===== src/tbfs_pkg.sv =====
// Shared types and constants of the timed burst fire sequencer.
package tbfs_pkg;

    localparam int unsigned TimeW  = 32;
    localparam int unsigned SpanW  = 16;
    localparam int unsigned ShotW  = 8;
    localparam int unsigned KeyW   = 16;
    localparam int unsigned CfgIdxW = 3;
    localparam int unsigned CfgDataW = 16;

    // Register indexes of the configuration port
    localparam logic [CfgIdxW-1:0] REG_PREHEAT_TIME = 3'd0;
    localparam logic [CfgIdxW-1:0] REG_FEED_TIME    = 3'd1;
    localparam logic [CfgIdxW-1:0] REG_GAP_TIME     = 3'd2;
    localparam logic [CfgIdxW-1:0] REG_COOL_TIME    = 3'd3;
    localparam logic [CfgIdxW-1:0] REG_SHOT_LIMIT   = 3'd4;
    localparam logic [CfgIdxW-1:0] REG_TRIGGER_MASK = 3'd5;

    // Reset values of the registers
    localparam logic [SpanW-1:0] RST_PREHEAT_TIME = 16'd200;
    localparam logic [SpanW-1:0] RST_FEED_TIME    = 16'd80;
    localparam logic [SpanW-1:0] RST_GAP_TIME     = 16'd180;
    localparam logic [SpanW-1:0] RST_COOL_TIME    = 16'd120;
    localparam logic [ShotW-1:0] RST_SHOT_LIMIT   = 8'd1;
    localparam logic [KeyW-1:0]  RST_TRIGGER_MASK = 16'd64;

    typedef enum logic [4:0] {
        PH_IDLE     = 5'b00001,
        PH_PREHEAT  = 5'b00010,
        PH_FEED     = 5'b00100,
        PH_INTERVAL = 5'b01000,
        PH_COOLDOWN = 5'b10000
    } t_phase;

    typedef struct packed {
        logic [SpanW-1:0] preheat_time;
        logic [SpanW-1:0] feed_time;
        logic [SpanW-1:0] gap_time;
        logic [SpanW-1:0] cool_time;
        logic [ShotW-1:0] shot_limit;
        logic [KeyW-1:0]  trigger_mask;
    } t_cfg;

endpackage


===== src/tbfs_cfg_regs.sv =====
// Configuration register file of the timed burst fire sequencer.
module tbfs_cfg_regs
    import tbfs_pkg::*;
(
    input  logic                i_clk,
    input  logic                i_rst_n,
    input  logic                i_wr,
    input  logic [CfgIdxW-1:0]  i_index,
    input  logic [CfgDataW-1:0] i_data,
    output t_cfg                o_cfg
);

    t_cfg r_cfg;

    always_ff @(posedge i_clk) begin
        if (!i_rst_n) begin
            r_cfg.preheat_time <= RST_PREHEAT_TIME;
            r_cfg.feed_time    <= RST_FEED_TIME;
            r_cfg.gap_time     <= RST_GAP_TIME;
            r_cfg.cool_time    <= RST_COOL_TIME;
            r_cfg.shot_limit   <= RST_SHOT_LIMIT;
            r_cfg.trigger_mask <= RST_TRIGGER_MASK;
        end else if (i_wr) begin
            case (i_index)
                REG_PREHEAT_TIME: r_cfg.preheat_time <= i_data;
                REG_FEED_TIME:    r_cfg.feed_time    <= i_data;
                REG_GAP_TIME:     r_cfg.gap_time     <= i_data;
                REG_COOL_TIME:    r_cfg.cool_time    <= i_data;
                REG_SHOT_LIMIT:   r_cfg.shot_limit   <= i_data[ShotW-1:0];
                REG_TRIGGER_MASK: r_cfg.trigger_mask <= i_data;
                default: begin
                    // drop writes to unmapped indexes
                end
            endcase
        end
    end

    assign o_cfg = r_cfg;

endmodule


===== src/tbfs_phase_ctrl.sv =====
// Phase state machine and enable decode of the timed burst fire sequencer.
module tbfs_phase_ctrl
    import tbfs_pkg::*;
(
    input  logic             i_clk,
    input  logic             i_rst_n,
    input  logic             i_step,
    input  t_cfg             i_cfg,
    input  logic             i_remote_valid,
    input  logic [KeyW-1:0]  i_key_bitmap,
    input  logic [TimeW-1:0] i_now_time,
    output logic             o_friction_on,
    output logic             o_feeder_on
);

    t_phase           r_phase, n_phase;
    logic             r_held, n_held;
    logic [TimeW-1:0] r_start, n_start;
    logic [ShotW-1:0] r_shots, n_shots;

    logic             pressed;
    logic             trig_edge;
    logic [TimeW-1:0] elapsed;
    logic [ShotW-1:0] shots_inc;

    always_comb begin
        pressed   = i_remote_valid && (|(i_key_bitmap & i_cfg.trigger_mask));
        trig_edge = pressed && !r_held;
        // wrap-safe elapsed time
        elapsed   = i_now_time - r_start;
        shots_inc = r_shots + {{(ShotW-1){1'b0}}, 1'b1};

        n_phase       = r_phase;
        n_held        = pressed;
        n_start       = r_start;
        n_shots       = r_shots;
        o_friction_on = 1'b0;
        o_feeder_on   = 1'b0;

        case (r_phase)
            PH_IDLE: begin
                if (trig_edge) begin
                    n_phase = PH_PREHEAT;
                    n_start = i_now_time;
                    n_shots = '0;
                end
            end
            PH_PREHEAT: begin
                o_friction_on = 1'b1;
                if (elapsed >= {{(TimeW-SpanW){1'b0}}, i_cfg.preheat_time}) begin
                    n_phase = PH_FEED;
                    n_start = i_now_time;
                end
            end
            PH_FEED: begin
                o_friction_on = 1'b1;
                o_feeder_on   = 1'b1;
                if (elapsed >= {{(TimeW-SpanW){1'b0}}, i_cfg.feed_time}) begin
                    n_shots = shots_inc;
                    n_phase = (shots_inc >= i_cfg.shot_limit) ? PH_COOLDOWN : PH_INTERVAL;
                    n_start = i_now_time;
                end
            end
            PH_INTERVAL: begin
                o_friction_on = 1'b1;
                if (elapsed >= {{(TimeW-SpanW){1'b0}}, i_cfg.gap_time}) begin
                    n_phase = PH_FEED;
                    n_start = i_now_time;
                end
            end
            PH_COOLDOWN: begin
                o_friction_on = 1'b1;
                // leave the phase start as it is
                if (elapsed >= {{(TimeW-SpanW){1'b0}}, i_cfg.cool_time}) begin
                    n_phase = PH_IDLE;
                end
            end
            default: begin
                n_phase = PH_IDLE;
                n_held  = 1'b0;
                n_start = '0;
                n_shots = '0;
            end
        endcase
    end

    always_ff @(posedge i_clk) begin
        if (!i_rst_n) begin
            r_phase <= PH_IDLE;
            r_held  <= 1'b0;
            r_start <= '0;
            r_shots <= '0;
        end else if (i_step) begin
            r_phase <= n_phase;
            r_held  <= n_held;
            r_start <= n_start;
            r_shots <= n_shots;
        end
    end

endmodule


===== src/timed_burst_fire_sequencer.sv =====
// Top level of the timed burst fire sequencer: input register, phase control, result register.
// Each request carries a remote-valid flag, a key bitmap and a millisecond time stamp and
// yields one result with the friction and feeder enables. A request is registered on
// acceptance and evaluated against the phase state once the result register is free or being
// emptied, which writes the state and the result register together, and a new request is
// taken every cycle while results are being taken. The input register keeps accepting while
// the result register still holds an untaken result, until both are full. Configuration writes
// are taken every cycle and apply to requests evaluated after them.
module timed_burst_fire_sequencer
    import tbfs_pkg::*;
(
    input  logic                i_clk,
    input  logic                i_rst_n,
    input  logic                i_valid,
    output logic                o_ready,
    input  logic                i_remote_valid,
    input  logic [KeyW-1:0]     i_key_bitmap,
    input  logic [TimeW-1:0]    i_now_time,
    output logic                o_valid,
    input  logic                i_ready,
    output logic                o_friction_on,
    output logic                o_feeder_on,
    input  logic                i_cfg_valid,
    output logic                o_cfg_ready,
    input  logic [CfgIdxW-1:0]  i_cfg_index,
    input  logic [CfgDataW-1:0] i_cfg_data
);

    t_cfg cfg;

    logic             r_in_vld;
    logic             r_remote;
    logic [KeyW-1:0]  r_keys;
    logic [TimeW-1:0] r_now;

    logic             r_out_vld;
    logic             r_fric;
    logic             r_feed;

    logic             step;
    logic             fric;
    logic             feed;

    assign o_cfg_ready = 1'b1;

    tbfs_cfg_regs u_cfg (
        .i_clk   (i_clk),
        .i_rst_n (i_rst_n),
        .i_wr    (i_cfg_valid),
        .i_index (i_cfg_index),
        .i_data  (i_cfg_data),
        .o_cfg   (cfg)
    );

    // advance the held request whenever the result register is free or being emptied
    assign step    = r_in_vld && (!r_out_vld || i_ready);
    assign o_ready = !r_in_vld || step;

    always_ff @(posedge i_clk) begin
        if (!i_rst_n) begin
            r_in_vld <= 1'b0;
        end else if (o_ready) begin
            r_in_vld <= i_valid;
        end
    end

    always_ff @(posedge i_clk) begin
        if (o_ready && i_valid) begin
            r_remote <= i_remote_valid;
            r_keys   <= i_key_bitmap;
            r_now    <= i_now_time;
        end
    end

    tbfs_phase_ctrl u_phase (
        .i_clk          (i_clk),
        .i_rst_n        (i_rst_n),
        .i_step         (step),
        .i_cfg          (cfg),
        .i_remote_valid (r_remote),
        .i_key_bitmap   (r_keys),
        .i_now_time     (r_now),
        .o_friction_on  (fric),
        .o_feeder_on    (feed)
    );

    always_ff @(posedge i_clk) begin
        if (!i_rst_n) begin
            r_out_vld <= 1'b0;
        end else if (step) begin
            r_out_vld <= 1'b1;
        end else if (i_ready) begin
            r_out_vld <= 1'b0;
        end
    end

    always_ff @(posedge i_clk) begin
        if (step) begin
            r_fric <= fric;
            r_feed <= feed;
        end
    end

    assign o_valid       = r_out_vld;
    assign o_friction_on = r_fric;
    assign o_feeder_on   = r_feed;

endmodule


===== config.mk =====
export PLATFORM = sky130hd
export DESIGN_NAME = timed_burst_fire_sequencer
export DESIGN_NICKNAME = d
export VERILOG_FILES = /design/src/tbfs_pkg.sv /design/src/tbfs_cfg_regs.sv /design/src/tbfs_phase_ctrl.sv /design/src/timed_burst_fire_sequencer.sv
export SDC_FILE = /design/constraint.sdc
export NUM_CORES = 1
export LEC_CHECK = 0
export ABC_AREA = 1
export BUFFER_PORTS_ARGS = -buffer_cell sky130_fd_sc_hd__buf_2
export CAP_MARGIN = 5
export CORE_MARGIN = 10
export CORE_UTILIZATION = 55
export CTS_CLUSTER_DIAMETER = 100
export DETAILED_ROUTE_END_ITERATION = 6
export GPL_TIMING_DRIVEN = 0
export HOLD_SLACK_MARGIN = 0.1
export PLACE_DENSITY_LB_ADDON = 0.15
export SLEW_MARGIN = 20
export SYNTH_ARGS = -nofsm -noshare
export SYNTH_HDL_FRONTEND = slang
export SYNTH_SLANG_ARGS = --single-unit

===== constraint.sdc =====
create_clock -name i_clk -period 3.22 [get_ports i_clk]
set_clock_uncertainty 0.15 [all_clocks]
set_input_delay 0 -clock i_clk [delete_from_list [all_inputs] [get_ports i_clk]]
set_output_delay 0 -clock i_clk [all_outputs]
set_load 0.01 [all_outputs]

==> results.rst, run 1 <==
.. list-table::
   :header-rows: 1

   * - Metric
     - Value
   * - Post-synthesis xor/xnor area fraction
     - 1.43%
   * - Port Buffer Count
     - 75
   * - Largest family of logic cells by synthesized area
     - simple AND/OR/NAND/NOR gates
   * - Reg2Reg Launch Point
     - r_now[2]
   * - Type of the worst setup path
     - reg -> reg
   * - Largest fanout of any net on the critical path
     - 7
   * - Setup violation total in the final timing report
     - 45
   * - Overall die height
     - 165 um
   * - Fraction of power consumed by sequential logic
     - 32.0%
   * - R2R Path End
     - u_phase.r_start[0]
   * - Clock-pin slew of the registers on the worst-case setup and hold paths
     - 0.08 ns
   * - Synth area leaders
     - dfxtp_1 23%, nand2_1 15%, edfxtp_1 13%
   * - Global Route Usage Sum
     - 26.3%
   * - Hold WS
     - 0.112 ns
   * - Unrepaired setup endpoints after global routing
     - yes
   * - Antenna violations before repair
     - 0
   * - Total internal power
     - 5160 uW
   * - Synthesized-area fraction occupied by ao, oa, aoi and oai cells
     - 10.3%
   * - Max Slew Vio Count
     - 0
   * - Share of layout cells above drive strength 1
     - 19.8%
   * - Share of synthesized cell area in full adder, half adder and majority cells
     - 11.4%
   * - Placeable core region
     - 20900 um^2
   * - Leakage power figure
     - 0.00758 uW
   * - Post-DP Area
     - 12400 um^2
   * - Cell depth of the worst flop-to-flop path
     - 24
   * - Share of synthesized area spent on multiplexers
     - 0%
   * - Simple-Gate Fraction of Synth Area
     - 27.6%
   * - Buffer depth of the longest clock path
     - 2
   * - Clock tree from TritonCTS
     - yes
   * - Remaining global-route overflow
     - 0
   * - Critical hold path startpoint
     - i_now_time[4]
   * - DR pass1 iterations
     - 6
   * - Largest net degree at the start of global routing
     - 38
   * - Post-synth ARST share
     - 0%
   * - Syn nets
     - 1873
   * - Slowest cell on the critical path
     - edfxtp_1
   * - Cell count along the critical path
     - 24
   * - CP max stage delay
     - 0.45 ns
   * - Max VDD drop
     - 405 uV
   * - Hold worst-path end
     - r_now[4]
   * - Warning count from the yosys run
     - 0
   * - Slew Limit Headroom
     - 33.8%
   * - Result of the run
     - complete, but fails checks
   * - Number of clock sinks seen by CTS
     - 187
   * - Netlist area before placement
     - 11600 um^2
   * - Required time reported for the critical path endpoint
     - 3.41 ns
   * - Total I/O pin count
     - 78
   * - Area grow syn2layout
     - 35.5%
   * - Max cap viols
     - 0
   * - Post-synthesis register bit count
     - 187
   * - Layout Nets
     - 2125
   * - Hpwl dp
     - 24.2 mm
   * - Final Hold Violating Endpoints
     - 0
   * - Die extent in x
     - 165 um
   * - Remaining antenna violation count after routing
     - 0
   * - Placement Rows
     - 53
   * - Count of flip-flops with a built-in enable after synthesis
     - 51
   * - Switching power
     - 2990 uW
   * - Combinational cell fraction of total power
     - 40.7%
   * - Initial DRC Count
     - 1051
   * - WL per Instance
     - 17.0 um
   * - Worst Hold Path Cells
     - 2
   * - Skew-Pair Late Insertion Delay
     - 0.44 ns
   * - Count of vias placed by the detailed router
     - 11800
   * - Min-Delay Path Class
     - in -> reg
   * - Count of mapped cells out of synthesis
     - 1695
   * - Average size of a mapped cell
     - 6.86 um^2
   * - Final routed wirelength across all metal layers
     - 37.9 mm
   * - Cell variety after synth
     - 43
   * - Wire length of the first global-routing pass
     - 57.0 mm
   * - Routability congestion estimate
     - 0.928
   * - Flop2flop setup slack
     - -0.60 ns
   * - Final critical-path required period
     - 3.82 ns
   * - H-tree depth
     - 4
   * - Crit path buf inv count
     - 6
   * - Number of global-route vias before repair
     - 11600
   * - TritonCTS buffer count
     - 17
   * - Top_reg_cell synth
     - dfxtp_1
   * - Fmax
     - 262 MHz
   * - Summed area of non-filler cells in the final layout
     - 15800 um^2
   * - Part of the total power dissipated in the clock network
     - 27.3%
   * - Setup crit start kind
     - register
   * - Total Die Area
     - 27400 um^2
   * - Crit end category
     - register
   * - Number of diodes added for antenna fixing
     - 0
   * - Least setup slack across all paths after layout
     - -0.603 ns
   * - Total negative slack
     - -22.28 ns
   * - Kind of cell adding the most delay to the critical path
     - simple AND/OR/NAND/NOR gates
   * - Violations in the final reports
     - negative setup slack
   * - Cell mode on critical path
     - nand2_1
   * - Clk root buf
     - clkbuf_16
   * - Tightest Pin Transition
     - 0.989 ns
   * - Power density over cell area
     - 517 nW/um^2
   * - Cells along the critical path
     - ha_4 -> buf_6 -> nand2_2 -> nor2_2 -> buf_4 -> nand3_4 -> nand3_4 -> xor2_4 -> buf_12 -> ha_4 -> inv_2 -> nor3_1 -> a211oi_1 -> nand2_1 -> nand2_1 -> nand2_2 -> nor2_4 -> nor2_4 -> nand3_4 -> buf_12 -> buf_8 -> nand2_1 -> nand2_1 -> nor2_1
   * - Ratio of final minimum period to clock period
     - 119%
   * - Sequential element share of the synthesized area
     - 36.6%
   * - Area share of the largest cell type after synthesis
     - 23.4%
   * - Fraction of power spent switching nets
     - 36.7%
   * - Final routed DRC violation total
     - 0
   * - Initial Util
     - 55.7%
   * - Yosys top cell by area
     - dfxtp_1
   * - Arrival time reported for the critical path endpoint
     - 4.01 ns
   * - Per-cell via count in the routed design
     - 5.29
[state kept, by name, summed over array words and instances, names as in the netlist, 5 cells and up]
name and count:
r_now 32, u_phase.r_shots 8, r_keys 16, u_phase.r_phase 5, u_phase.r_start 32, u_cfg.o_cfg 88
[cell usage after synthesis, types with 3 or more instances]
cell type / number
buf_2: 4
and2_1: 3
a21oi_1: 113
o211ai_1: 11
edfxtp_1: 51
ha_1: 104
a221oi_1: 4
nor2_2: 15
xnor2_1: 4
dfxtp_1: 136
nand2_1: 476
o21ai_0: 86
nand2_2: 3
xor2_1: 15
clkbuf_1: 24
nor2_1: 173
inv_1: 317
a211oi_1: 4
inv_2: 22
buf_6: 6
nor3_1: 12
nand4_1: 14
nand3_1: 70
[power groups by stage]
stage,registers (uW),logic [uW],clock network [uW]
6_report,2610,3320,2220
5_1_grt,2620,3650,2320
4_1_cts,2610,2820,2220
3_5_place_dp,2650,2200,0
3_3_place_gp,2650,2140,0
2_1_floorplan,2640,1600,0
[cells by family (layout without fill, tap and decap cells)]
family / count (synthesis) / in the layout
simple gates: 780 / 781
buf+inv: 378 / 642
compound gates: 225 / 225
flops: 187 / 187
fa+ha+maj: 105 / 105
xor+xnor: 19 / 19
other cells: 1 / 1
[cell usage in the layout (no fill, tap or decap), drive strengths merged, types with 11 or more instances in the layout]
cell,count
nor3,13
inv,344
nand3,74
dlygate4sd3,92
dfxtp,136
clkbuf,46
ha,104
o211ai,11
edfxtp,51
a21oi,114
xor2,15
buf,154
o21ai,86
nor2,190
nand2,481
nand4,14
[stage by stage]
stage	cells	total power, uW	worst slack (ns)	utilization (%)
2_1_floorplan	1695	4240	0.0314	-
3_3_place_gp	2045	4790	-0.977	59.2
3_5_place_dp	2046	4860	-1.01	59.3
4_1_cts	2208	7640	-0.250	72.3
5_1_grt	2235	8580	-0.700	75.5
6_report	2235	8150	-0.603	75.5
[area by class of cell]
cell class                      instances  area, um^2
Clock inverter                         10         128
Buffer                                 37         225
Tap cell                              275         344
Multi-Input combinational cell       1131        7090
Fill cell                            1519        5120
Inverter                              340        1280
Clock buffer                           22         475
Timing Repair Buffer                  233        1970
Sequential cell                       187        4250
[worst max path at each step]
stage	start	end	slack (ns)
floorplan	r_now[0]	u_phase.r_start[5]	0.03
global placement	r_now[0]	u_phase.r_start[18]	-0.98
detailed placement	r_now[0]	u_phase.r_start[22]	-1.01
CTS	r_now[0]	u_phase.r_start[10]	-0.25
global route	r_now[8]	u_phase.r_start[0]	-0.70
finish	r_now[2]	u_phase.r_start[0]	-0.60
[worst reg2reg max path: stages (launching register included)]
cell,delay (ns)
edfxtp_1,0.45
ha_4,0.34
buf_6,0.11
nand2_2,0.05
nor2_2,0.17
buf_4,0.15
nand3_4,0.07
nand3_4,0.13
xor2_4,0.23
buf_12,0.15
ha_4,0.19
inv_2,0.05
nor3_1,0.05
a211oi_1,0.29
nand2_1,0.13
nand2_1,0.09
nand2_2,0.08
nor2_4,0.14
nor2_4,0.06
nand3_4,0.13
buf_12,0.15
buf_8,0.15
nand2_1,0.06
nand2_1,0.08
nor2_1,0.07
[layer usage]
layer	vias up	global-route usage, %	part of all wire (%)
met3	142	4.44	7.0
met5	-	0	0
met4	0	9.70	5.2
li1	5788	-	-
met2	457	47.0	48
met1	5438	30.9	40
[timing repair]
item	in CTS	in global routing
setup buffers	38	26
gates cloned	1	1
hold buffers	92	0
endpoints found under the hold margin	176	0
resized for setup	150	83
pin swaps	26	54
endpoints found under the setup margin	45	45
(Power assumes the default switching activity.)
==> run 2: changes to the inputs <==
--- a/config.mk
+++ b/config.mk
@@ -15,6 +15,7 @@
 export GPL_TIMING_DRIVEN = 0
 export HOLD_SLACK_MARGIN = 0.1
 export PLACE_DENSITY_LB_ADDON = 0.15
+export SETUP_SLACK_MARGIN = 0.5
 export SLEW_MARGIN = 20
 export SYNTH_ARGS = -nofsm -noshare
 export SYNTH_HDL_FRONTEND = slang
==> run 2 against run 1 <==
  * The run still ends with negative setup slack left
  * Sequential cell count unchanged
  * Cell count decreased by 0.63%
  * Critical path depth decreased by 3
  * Critical path type unchanged
  * Largest cell class unchanged
==> results.rst, run 2 (synthesized netlist as in run 1, its figures left out) <==
.. list-table::
   :header-rows: 1

   * - Metric
     - Value
   * - Total Die Area
     - 27400 um^2
   * - Filler cells
     - 1554
   * - Tightest Pin Transition
     - 0.948 ns
   * - Largest fanout of any net on the critical path
     - 5
   * - Hpwl dp
     - 24.8 mm
   * - Number of clock sinks seen by CTS
     - 187
   * - Hold WS
     - 0.101 ns
   * - Slowest cell on the critical path
     - edfxtp_1
   * - Routability congestion estimate
     - 0.932
   * - Antenna violations before repair
     - 0
   * - Cell mode on critical path
     - nand2_2
   * - Number of diodes added for antenna fixing
     - 0
   * - Remaining global-route overflow
     - 0
   * - Count of vias placed by the detailed router
     - 11700
   * - Number of global-route vias before repair
     - 11800
   * - Ratio of final minimum period to clock period
     - 113%
   * - Least setup slack across all paths after layout
     - -0.431 ns
   * - Area grow syn2layout
     - 32.3%
   * - TritonCTS buffer count
     - 17
   * - Max cap viols
     - 0
   * - Final critical-path required period
     - 3.65 ns
   * - Required time reported for the critical path endpoint
     - 3.41 ns
   * - Placed cells
     - 2046
   * - Power density over cell area
     - 512 nW/um^2
   * - Crit end category
     - register
   * - Initial DRC Count
     - 938
   * - Global Route Usage Sum
     - 27.3%
   * - Flop2flop setup slack
     - -0.43 ns
   * - Top library cells by usage in the layout, fill and taps aside
     - 428 x nand2_1, 307 x inv_1, 165 x nor2_1, 136 x dfxtp_1, 105 x a21oi_1
   * - Max reg flops
     - 88
   * - Clk root buf
     - clkbuf_16
   * - Placeable core region
     - 20900 um^2
   * - Layout Nets
     - 2111
   * - Wire length of the first global-routing pass
     - 58.9 mm
   * - Violations in the final reports
     - negative setup slack
   * - Commonest non-fill, non-tap cell in the layout
     - nand2_1
   * - Leakage power figure
     - 0.00746 uW
   * - Critical hold path startpoint
     - i_now_time[5]
   * - Non-filler instance count after layout
     - 2221
   * - Skew-Pair Late Insertion Delay
     - 0.45 ns
   * - Overall die height
     - 165 um
   * - Initial Util
     - 55.7%
   * - Setup crit start kind
     - register
   * - Fmax
     - 274 MHz
   * - Largest net degree at the start of global routing
     - 37
   * - Min-Delay Path Class
     - in -> reg
   * - Type of the worst setup path
     - reg -> reg
   * - Clock tree from TritonCTS
     - yes
   * - DR pass1 iterations
     - 6
   * - Arrival time reported for the critical path endpoint
     - 3.84 ns
   * - Clock-pin slew of the registers on the worst-case setup and hold paths
     - 0.07 ns
   * - Result of the run
     - complete, but fails checks
   * - WL per Instance
     - 16.6 um
   * - Max Slew Vio Count
     - 0
   * - Die extent in x
     - 165 um
   * - Placement Rows
     - 53
   * - Share of layout cells above drive strength 1
     - 19.1%
   * - Remaining antenna violation count after routing
     - 0
   * - Total chip power
     - 7890 uW
   * - Slew Limit Headroom
     - 36.8%
   * - Final Hold Violating Endpoints
     - 0
   * - Buffer depth of the longest clock path
     - 2
   * - Unrepaired setup endpoints after global routing
     - yes
   * - Max VDD drop
     - 386 uV
   * - CP Launch Point
     - r_now[6]
   * - Port Buffer Count
     - 75
   * - Reg2Reg Launch Point
     - r_now[6]
   * - Setup violation total in the final timing report
     - 45
   * - Final routed DRC violation total
     - 0
   * - CP max stage delay
     - 0.44 ns
   * - H-tree depth
     - 4
   * - Cells along the critical path
     - ha_4 -> buf_4 -> nand2_2 -> nor2_1 -> nand3_1 -> nand3_2 -> xor2_2 -> buf_6 -> ha_1 -> inv_2 -> nor3_2 -> a211oi_2 -> nand2_2 -> a21oi_4 -> a21oi_4 -> nand3_4 -> buf_6 -> buf_8 -> nand2_2 -> nand2_1 -> nor2_1
   * - Per-cell via count in the routed design
     - 5.26
   * - Final routed wirelength across all metal layers
     - 36.9 mm
   * - Total I/O pin count
     - 78
[run 2: critical path, delay by kind of cell, from the launching register on]
kind / cells / cell delay [ns]
buffers and inverters: 5 / 0.68
xor gates and xnor gates: 1 / 0.17
AOI/OAI and AO/OA: 3 / 0.52
DFF: 1 / 0.44
adders and majority gates: 2 / 0.57
and+or+nand+nor: 10 / 1.00
[run 2: metal layers]
metal	track usage, %	wire (um)	vias to the layer above	part of all wire, %
met5	0	0	-	0
met2	48.9	18500	414	50
met4	13.2	1610	0	4.3
met1	31.1	14700	5381	40
met3	4.19	2140	125	5.8
li1	-	-	5759	-
[run 2: final timing paths]
check,endpoint,cells past startpoint
max reg2reg,u_phase.r_start[25],21
min reg2reg,u_cfg.o_cfg[21],2
min,r_now[5],2
max,u_phase.r_start[25],21
[run 2: metrics by stage]
step	area, um^2	setup TNS [ns]	util (%)	setup WS [ns]
floorplan	12000	0	-	0.192
detailed placement	12700	-28.20	61.0	-0.697
CTS	15300	-9.00	73.3	-0.232
global placement	12700	-27.94	60.9	-0.704
finish	15400	-17.68	73.7	-0.431
global route	15400	-24.57	73.7	-0.615
[run 2: repair_timing]
action                                  CTS  global route
gates cloned                              4             0
endpoints found under the setup margin   45            48
pin swaps                                40             6
gates resized for setup                 131            11
hold buffers                             84             0
endpoints found under the hold margin   181             0
setup buffers                            52             3
[run 2: power by group]
part / total [uW] / switching (uW) / internal [uW]
registers: 2610 / 57.1 / 2550
clock network: 2140 / 993 / 1140
logic: 3140 / 1860 / 1280
total: 7890 / 2910 / 4980
[run 2: layout make-up]
| type | instances | area [um^2] | share of cell area (%) |
|---|---|---|---|
| Buffer | 38 | 250 | 1.63 |
| Clock buffer | 21 | 472 | 3.06 |
| Tap cell | 275 | 344 | 2.24 |
| Multi-Input combinational cell | 1131 | 6910 | 44.9 |
| Sequential cell | 187 | 4250 | 27.6 |
| Timing Repair Buffer | 218 | 1780 | 11.5 |
| Inverter | 340 | 1280 | 8.29 |
| Clock inverter | 11 | 105 | 0.683 |
